## src/rtl/tkbd_pkg.sv

```systemverilog
// shared types and constants for the touch key baseline detector
// no dependencies; imported by every module of the block
package tkbd_pkg;

   localparam int CHANNEL_BITS   = 3;
   localparam int MASK_BITS      = 8;
   localparam int THRESHOLD_BITS = 12;

   localparam logic [THRESHOLD_BITS-1:0] THRESHOLD_RESET = 12'd500;

   typedef logic [MASK_BITS-1:0] mask_type;

   // control for the processing stage, shared by the channel and report units
   typedef struct packed {
      logic fire;
      logic end_of_scan;
   } step_type;

endpackage

```

## src/rtl/tkbd_ifs.sv

```systemverilog
// channel interfaces of the touch key baseline detector: samples, results, threshold
// depends on tkbd_pkg for the fixed field widths
interface tkbd_req_if #(
   parameter int SAMPLE_BITS = 12
);
   import tkbd_pkg::*;
   logic                    valid;
   logic                    ready;
   logic [CHANNEL_BITS-1:0] channel;
   logic [SAMPLE_BITS-1:0]  sample;
   logic                    end_of_scan;

   modport source (output valid, channel, sample, end_of_scan, input ready);
   modport sink   (input valid, channel, sample, end_of_scan, output ready);
endinterface

interface tkbd_rsp_if;
   import tkbd_pkg::*;
   logic                 valid;
   logic                 ready;
   logic [MASK_BITS-1:0] touch_mask;
   logic                 any_touch;

   modport source (output valid, touch_mask, any_touch, input ready);
   modport sink   (input valid, touch_mask, any_touch, output ready);
endinterface

interface tkbd_csr_if;
   import tkbd_pkg::*;
   logic                      valid;
   logic                      ready;
   logic [THRESHOLD_BITS-1:0] touch_threshold;

   modport source (output valid, touch_threshold, input ready);
   modport sink   (input valid, touch_threshold, output ready);
endinterface

```

## src/rtl/touch_key_baseline_detector.sv

```systemverilog
// top level of the touch key baseline detector: input register, threshold register
// depends on tkbd_pkg, tkbd_ifs, tkbd_channel_unit and tkbd_report
//
//   port | direction | carries                              | transfer when
//   -----+-----------+--------------------------------------+------------------------
//   req  | in        | channel, sample, end_of_scan         | req.valid && req.ready
//   rsp  | out       | touch_mask, any_touch                | rsp.valid && rsp.ready
//   csr  | in        | touch_threshold                      | csr.valid (always ready)
//
// one sample per cycle while no result is held on rsp; the input register feeds the result register.
// the input register feeds one pass of select, add and compare into the result register.
// reset clears baselines, counts and masks and sets the threshold to 500.
// a result held on rsp stalls the processing stage; req then fills an empty input register only.
module touch_key_baseline_detector #(
   parameter int CHANNEL_COUNT = 8,
   parameter int SAMPLE_BITS   = 12,
   parameter int AVERAGE_SHIFT = 3
) (
   input  logic       clock,
   input  logic       reset,
   tkbd_req_if.sink   req,
   tkbd_rsp_if.source rsp,
   tkbd_csr_if.sink   csr
);
   import tkbd_pkg::*;

   logic                      in_valid_ff;
   logic                      in_valid_in;
   logic [CHANNEL_BITS-1:0]   in_channel_ff;
   logic [SAMPLE_BITS-1:0]    in_sample_ff;
   logic                      in_eos_ff;
   logic [THRESHOLD_BITS-1:0] threshold_ff;
   logic [THRESHOLD_BITS-1:0] threshold_in;
   logic                      slot_free;
   logic                      req_take;
   step_type                  step;
   mask_type                  mask_next;

   // handshake of the input register and processing stage
   always_comb begin
      step.fire        = in_valid_ff && slot_free;
      step.end_of_scan = in_eos_ff;
      req.ready        = !in_valid_ff || step.fire;
      req_take         = req.valid && req.ready;
      in_valid_in      = req_take || (in_valid_ff && !step.fire);
      threshold_in     = csr.valid ? csr.touch_threshold : threshold_ff;
   end

   assign csr.ready = 1'b1;

   // control registers
   always_ff @(posedge clock) begin
      if (reset) begin
         in_valid_ff  <= 1'b0;
         threshold_ff <= THRESHOLD_RESET;
      end else begin
         in_valid_ff  <= in_valid_in;
         threshold_ff <= threshold_in;
      end
   end

   // input payload
   always_ff @(posedge clock) begin
      if (req_take) begin
         in_channel_ff <= req.channel;
         in_sample_ff  <= req.sample;
         in_eos_ff     <= req.end_of_scan;
      end
   end

   tkbd_channel_unit #(
      .CHANNEL_COUNT (CHANNEL_COUNT),
      .SAMPLE_BITS   (SAMPLE_BITS),
      .AVERAGE_SHIFT (AVERAGE_SHIFT)
   ) u_channel_unit (
      .clock     (clock),
      .reset     (reset),
      .step      (step),
      .channel   (in_channel_ff),
      .sample    (in_sample_ff),
      .threshold (threshold_ff),
      .mask_next (mask_next)
   );

   tkbd_report u_report (
      .clock     (clock),
      .reset     (reset),
      .step      (step),
      .mask_next (mask_next),
      .rsp       (rsp),
      .slot_free (slot_free)
   );

endmodule

```

## src/rtl/tkbd_channel_unit.sv

```systemverilog
// per-channel calibration store, baseline compare and live touch mask
// depends on tkbd_pkg
module tkbd_channel_unit #(
   parameter int CHANNEL_COUNT = 8,
   parameter int SAMPLE_BITS   = 12,
   parameter int AVERAGE_SHIFT = 3
) (
   input  logic                                  clock,
   input  logic                                  reset,
   input  tkbd_pkg::step_type                    step,
   input  logic [tkbd_pkg::CHANNEL_BITS-1:0]     channel,
   input  logic [SAMPLE_BITS-1:0]                sample,
   input  logic [tkbd_pkg::THRESHOLD_BITS-1:0]   threshold,
   output tkbd_pkg::mask_type                    mask_next
);
   import tkbd_pkg::*;

   localparam int SUM_BITS   = SAMPLE_BITS + AVERAGE_SHIFT;
   localparam int COUNT_BITS = AVERAGE_SHIFT + 1;
   localparam int LIMIT_BITS =
      ((SAMPLE_BITS > THRESHOLD_BITS) ? SAMPLE_BITS : THRESHOLD_BITS) + 1;

   logic [SUM_BITS-1:0]      sum_ff   [CHANNEL_COUNT];
   logic [SUM_BITS-1:0]      sum_in   [CHANNEL_COUNT];
   logic [COUNT_BITS-1:0]    count_ff [CHANNEL_COUNT];
   logic [COUNT_BITS-1:0]    count_in [CHANNEL_COUNT];
   mask_type                 mask_ff;

   logic [CHANNEL_COUNT-1:0] hit;
   logic [SUM_BITS-1:0]      sel_sum;
   logic [COUNT_BITS-1:0]    sel_count;
   logic                     calibrating;
   logic [SAMPLE_BITS-1:0]   baseline;
   logic [LIMIT_BITS-1:0]    limit;
   logic                     over;
   logic [SUM_BITS-1:0]      sum_add;

   // pick the addressed channel; numbers beyond the channel count match nothing
   always_comb begin
      sel_sum   = '0;
      sel_count = '0;
      for (int i = 0; i < CHANNEL_COUNT; i++) begin
         hit[i] = (channel == CHANNEL_BITS'(i));
         if (hit[i]) begin
            sel_sum   = sel_sum | sum_ff[i];
            sel_count = sel_count | count_ff[i];
         end
      end
   end

   // calibration add and threshold compare, one bit wider so nothing wraps
   always_comb begin
      calibrating = !sel_count[AVERAGE_SHIFT];
      baseline    = SAMPLE_BITS'(sel_sum >> AVERAGE_SHIFT);
      limit       = LIMIT_BITS'(baseline) + LIMIT_BITS'(threshold);
      over        = LIMIT_BITS'(sample) > limit;
      sum_add     = sel_sum + SUM_BITS'(sample);
   end

   // next state of the store and the mask
   always_comb begin
      mask_next = mask_ff;
      for (int i = 0; i < CHANNEL_COUNT; i++) begin
         sum_in[i]   = sum_ff[i];
         count_in[i] = count_ff[i];
         if (step.fire && hit[i]) begin
            if (calibrating) begin
               sum_in[i]   = sum_add;
               count_in[i] = count_ff[i] + COUNT_BITS'(1);
            end else begin
               mask_next[i] = over;
            end
         end
      end
   end

   // state registers, all cleared at reset
   always_ff @(posedge clock) begin
      if (reset) begin
         mask_ff <= '0;
         for (int i = 0; i < CHANNEL_COUNT; i++) begin
            sum_ff[i]   <= '0;
            count_ff[i] <= '0;
         end
      end else begin
         mask_ff <= mask_next;
         for (int i = 0; i < CHANNEL_COUNT; i++) begin
            sum_ff[i]   <= sum_in[i];
            count_ff[i] <= count_in[i];
         end
      end
   end

endmodule

```

## src/rtl/tkbd_report.sv

```systemverilog
// end-of-scan change detection, reported mask and result register
// depends on tkbd_pkg and tkbd_rsp_if
module tkbd_report (
   input  logic               clock,
   input  logic               reset,
   input  tkbd_pkg::step_type step,
   input  tkbd_pkg::mask_type mask_next,
   tkbd_rsp_if.source         rsp,
   output logic               slot_free
);
   import tkbd_pkg::*;

   mask_type reported_ff;
   mask_type reported_in;
   logic     rsp_valid_ff;
   logic     rsp_valid_in;
   mask_type rsp_mask_ff;
   logic     rsp_any_ff;
   logic     load;

   // a result leaves on a mask change at the end of a scan round
   always_comb begin
      slot_free    = !rsp_valid_ff || rsp.ready;
      load         = step.fire && step.end_of_scan && (mask_next != reported_ff);
      reported_in  = load ? mask_next : reported_ff;
      rsp_valid_in = load || (rsp_valid_ff && !rsp.ready);
   end

   // control registers
   always_ff @(posedge clock) begin
      if (reset) begin
         reported_ff  <= '0;
         rsp_valid_ff <= 1'b0;
      end else begin
         reported_ff  <= reported_in;
         rsp_valid_ff <= rsp_valid_in;
      end
   end

   // result payload
   always_ff @(posedge clock) begin
      if (load) begin
         rsp_mask_ff <= mask_next;
         rsp_any_ff  <= |mask_next;
      end
   end

   assign rsp.valid      = rsp_valid_ff;
   assign rsp.touch_mask = rsp_mask_ff;
   assign rsp.any_touch  = rsp_any_ff;

endmodule

```

## src/flat_wrapper.sv

```systemverilog
// flat-port wrapper written by rule: the top's interface ports become plain ports
module touch_key_baseline_detector_flat import tkbd_pkg::*;
#(
   parameter int CHANNEL_COUNT = 8,
   parameter int SAMPLE_BITS   = 12,
   parameter int AVERAGE_SHIFT = 3
)
  (clock, reset, req_valid, req_channel, req_sample, req_end_of_scan, req_ready, rsp_valid, rsp_touch_mask, rsp_any_touch, rsp_ready, csr_valid, csr_touch_threshold, csr_ready);
  tkbd_req_if #(.SAMPLE_BITS(SAMPLE_BITS)) req_i ();
  tkbd_rsp_if rsp_i ();
  tkbd_csr_if csr_i ();
  input  logic clock;
  input  logic reset;
  input wire logic [$bits(req_i.valid)-1:0] req_valid;
  input wire logic [$bits(req_i.channel)-1:0] req_channel;
  input wire logic [$bits(req_i.sample)-1:0] req_sample;
  input wire logic [$bits(req_i.end_of_scan)-1:0] req_end_of_scan;
  output wire logic [$bits(req_i.ready)-1:0] req_ready;
  output wire logic [$bits(rsp_i.valid)-1:0] rsp_valid;
  output wire logic [$bits(rsp_i.touch_mask)-1:0] rsp_touch_mask;
  output wire logic [$bits(rsp_i.any_touch)-1:0] rsp_any_touch;
  input wire logic [$bits(rsp_i.ready)-1:0] rsp_ready;
  input wire logic [$bits(csr_i.valid)-1:0] csr_valid;
  input wire logic [$bits(csr_i.touch_threshold)-1:0] csr_touch_threshold;
  output wire logic [$bits(csr_i.ready)-1:0] csr_ready;
  assign req_i.valid = req_valid;
  assign req_i.channel = req_channel;
  assign req_i.sample = req_sample;
  assign req_i.end_of_scan = req_end_of_scan;
  assign req_ready = req_i.ready;
  assign rsp_valid = rsp_i.valid;
  assign rsp_touch_mask = rsp_i.touch_mask;
  assign rsp_any_touch = rsp_i.any_touch;
  assign rsp_i.ready = rsp_ready;
  assign csr_i.valid = csr_valid;
  assign csr_i.touch_threshold = csr_touch_threshold;
  assign csr_ready = csr_i.ready;
  touch_key_baseline_detector #(.CHANNEL_COUNT(CHANNEL_COUNT), .SAMPLE_BITS(SAMPLE_BITS), .AVERAGE_SHIFT(AVERAGE_SHIFT)) u_core (.clock(clock), .reset(reset), .req(req_i), .rsp(rsp_i), .csr(csr_i));
endmodule
```

## config.mk

```make
export PLATFORM = sky130hd
export DESIGN_NAME = touch_key_baseline_detector_flat
export DESIGN_NICKNAME = d
export VERILOG_FILES = /design/src/rtl/tkbd_pkg.sv /design/src/rtl/tkbd_ifs.sv /design/src/rtl/touch_key_baseline_detector.sv /design/src/rtl/tkbd_channel_unit.sv /design/src/rtl/tkbd_report.sv /design/src/flat_wrapper.sv
export SDC_FILE = /design/constraint.sdc
export NUM_CORES = 1
export LEC_CHECK = 0
export BUFFER_PORTS_ARGS = -buffer_cell sky130_fd_sc_hd__buf_2
export CORE_MARGIN = 4
export CORE_UTILIZATION = 66
export CTS_CLUSTER_SIZE = 30
export DETAILED_ROUTE_END_ITERATION = 7
export PLACE_DENSITY = 0.84
export SYNTH_ARGS = -nofsm -noshare
export SYNTH_HDL_FRONTEND = slang
export SYNTH_SLANG_ARGS = --single-unit
```

## constraint.sdc

```tcl
create_clock -name clock -period 12.2 [get_ports clock]
set_input_delay 1.22 -clock clock [delete_from_list [all_inputs] [get_ports clock]]
set_output_delay 1.22 -clock clock [all_outputs]
set_load 0.01 [all_outputs]
```

==> results.ini <==
[synth]
synthFlopType=dfxtp_1
syn_inst=1133
syn_area_um2=9920
ys_seq_area_share_pct=44.3
ys.warnings.count=0
syn_nets=1213
synth_area_per_cell_um2=8.75
ys_ff_latch=207
async_flop_share_pct=0
synth-edff-count=25
synth.distinct_cells=73

[timing]
slew_violations=0
rsz0062_at_grt=false
finalHoldViolCount=0
final.setup.tns_ns=0
finClkSkew_ns=0.0119
worst_pin_slew_ns=1.24
min_period_ns=6.89
setup_viol=0
slew_headroom_pct=17.2
finalHoldWorstSlack_ns=0.455
finalCritPeriodShare_pct=56.5
max_clock_freq_ghz=0.145

[power]
switchingPower_uw=364
power.leakage_uw=0.00416
p_comb_share_pct=8.5
pwr-share-seq_pct=47.6
cellInternalPower_uw=1150
pwr_density_cell_nw_per_um2=139
clockPowerShare_pct=44.0
vdd_drop_max_mv=0.0997
switching_share_pct=24.1
p_total_uw=1510

[die]
num_io_pins=45
initial_core_util_pct=67.7
dieWidth_um=131
coreArea_um2=14600
rows=44
die_area_um2=17000
die_h_um=131

[placed_design]
place_inst=1300
hpwl_um=16500
io_buffers=43
place_congestion=0.875

[critical_path]
crit_chain=and3b_1, a22oi_1, nand4_1, ha_1, a21o_1, a21oi_1, o21ai_0, a31o_2, a21o_1, o311a_1, ha_1, nand3_1, nor3_1, o31ai_1, a31oi_1, a21oi_1, o311ai_4, inv_1
arrival_ns=7.08
slowest_stage=edfxtp_1
critPathKind=register to register
crit_required_ns=12.38
crit_path_start_kind=register
crit_path_max_incr_delay_ns=0.99
critPathCaptureType=register
cpLargestDelayFamily=compound AO/OA/AOI/OAI gates
worst-path-buf-inv=1
path_max_fanout=24

[layout]
final_cells=1337
diodes=0
regArea_um2=4390
fin_nets=1220
drive_above_1_share_pct=10.1
final_common_cell=nand2_1
final_core_util_pct=74.3
final_cell_mix=nand2_1, dfxtp_1, a21oi_1
multi_input_area_um2=5180
syn_to_final_growth_pct=9.79
nFillCells=1040

[clock_tree]
cts_tree=yes
cts_buffers=22
hold_buffers=0
clk_path_buf_depth=3
post_cts_buffers=0
clk-insertion-delay-late_ns=0.51
root_buffer=clkbuf_16
cts-resized-gates=0
clkSinkCount=207
cts_max_level=1
cts.reportedPaths.clkPinSlew_ns=0.06

[detailed_routing]
wl_um=25900
vias_per_cell=6.35
wl_per_cell_um=19.4
drtIter0Drc=863
ant_nets=0
route.detailed.drc=0
first_pass_iters=5
via_count=8493

[grt]
grt_overflow_total=0
grt.total_usage_pct=29.8
antenna_found_initial=0
grt_pass1_wl_um=40200
grt_max_degree=99
grt_pass1_vias=7911

[hold_path]
hold_path_class=register to register

[outcome]
outcome=finished, final reports clean

[run]
drv_cap=0

==> metal layers <==
layer,GRT usage [%],up-vias,routed length [µm]
li1,-,4027,-
met1,37.8,3983,10500
met2,50.0,394,12200
met3,5.77,89,2210
met4,12.3,0,976
met5,0,-,0
==> layout make-up <==
cell class | count | area share (%)
repair buffers | 55 | 2.83
well taps | 184 | 2.11
clock inverters | 8 | 0.805
clock buffers | 29 | 5.77
inverters | 16 | 0.552
multi-input cells | 838 | 47.6
flip-flops and latches | 207 | 40.4
==> synthesized netlist by cell type (8+ instances only) <==
library cell  instances  area share [%]
nand4_1              19             1.2
o21ai_0              17            0.86
inv_1                16            0.61
dfxtp_1             182              37
nor2_1               70             2.6
ha_1                 45             5.7
o211a_1               8            0.81
a41oi_1               8            0.71
xnor2_1              30             2.6
clkbuf_1             57             2.2
a211oi_1             19             1.4
mux2i_1              17             1.7
xor2_1               13             1.1
nand3_1              32             1.6
nand2b_1              9            0.57
nand2_1             240             9.1
edfxtp_1             25             7.6
nor3_1               15            0.76
a21oi_1             128             6.5
nor2b_1              13            0.82
mux2_4                8             1.2
a21o_1               11            0.83
a22oi_1              59             4.5
==> power groups by stage <==
stage	clock, µW	combinational, µW	sequential [µW]
floorplan	0	97.7	724
global placement	0	120	732
detailed placement	0	123	733
CTS	667	125	718
global route	698	139	720
finish	664	128	719
==> metrics by stage <==
step | area [µm²] | setup WS [ns]
final | 10900 | 5.31
after global routing | 10900 | 4.92
after CTS | 10900 | 5.41
after detailed placement | 10200 | 5.44
after global placement | 10200 | 5.61
after floorplan | 9920 | 6.76
==> flip-flops by register name, indices dropped and copies added (netlist names) <==
signal,count
u_core.in_channel_ff,3
u_core.in_eos_ff,1
u_core.in_sample_ff,12
u_core.in_valid_ff,1
u_core.threshold_ff,12
u_core.u_channel_unit.count_ff,32
u_core.u_channel_unit.mask_ff,8
u_core.u_channel_unit.sum_ff,120
u_core.u_report.reported_ff,8
u_core.u_report.rsp.any_touch,1
u_core.u_report.rsp.touch_mask,8
u_core.u_report.rsp.valid,1
==> worst min-delay path: stages (launching register included) <==
cell and delay (ns):
dfxtp_1 0.31, nand2_1 0.05, a21oi_1 0.05
==> kinds of logic after synthesis <==
logic type / share of synthesized area [%]
AOI/OAI and AO/OA: 19.3
and+or+nand+nor: 19.5
DFF: 44.3
adders and majority gates: 6.08
xor gates and xnor gates: 3.80
buffers and inverters: 3.95
other: 0.0378
muxes: 3.04
==> final timing paths <==
kind | startpoint | end | slack, ns | cells past startpoint
setup / recovery | u_core.in_channel_ff[2] | u_core.u_report.rsp.touch_mask[0] | 5.31 | 18
hold / removal | u_core.u_channel_unit.sum_ff[1][26] | u_core.u_channel_unit.sum_ff[1][26] | 0.45 | 2
setup reg to reg | u_core.in_channel_ff[2] | u_core.u_report.rsp.touch_mask[0] | 5.31 | 18
hold reg to reg | u_core.u_channel_unit.sum_ff[1][26] | u_core.u_channel_unit.sum_ff[1][26] | 0.45 | 2
Power figures use the tool's default switching activity.
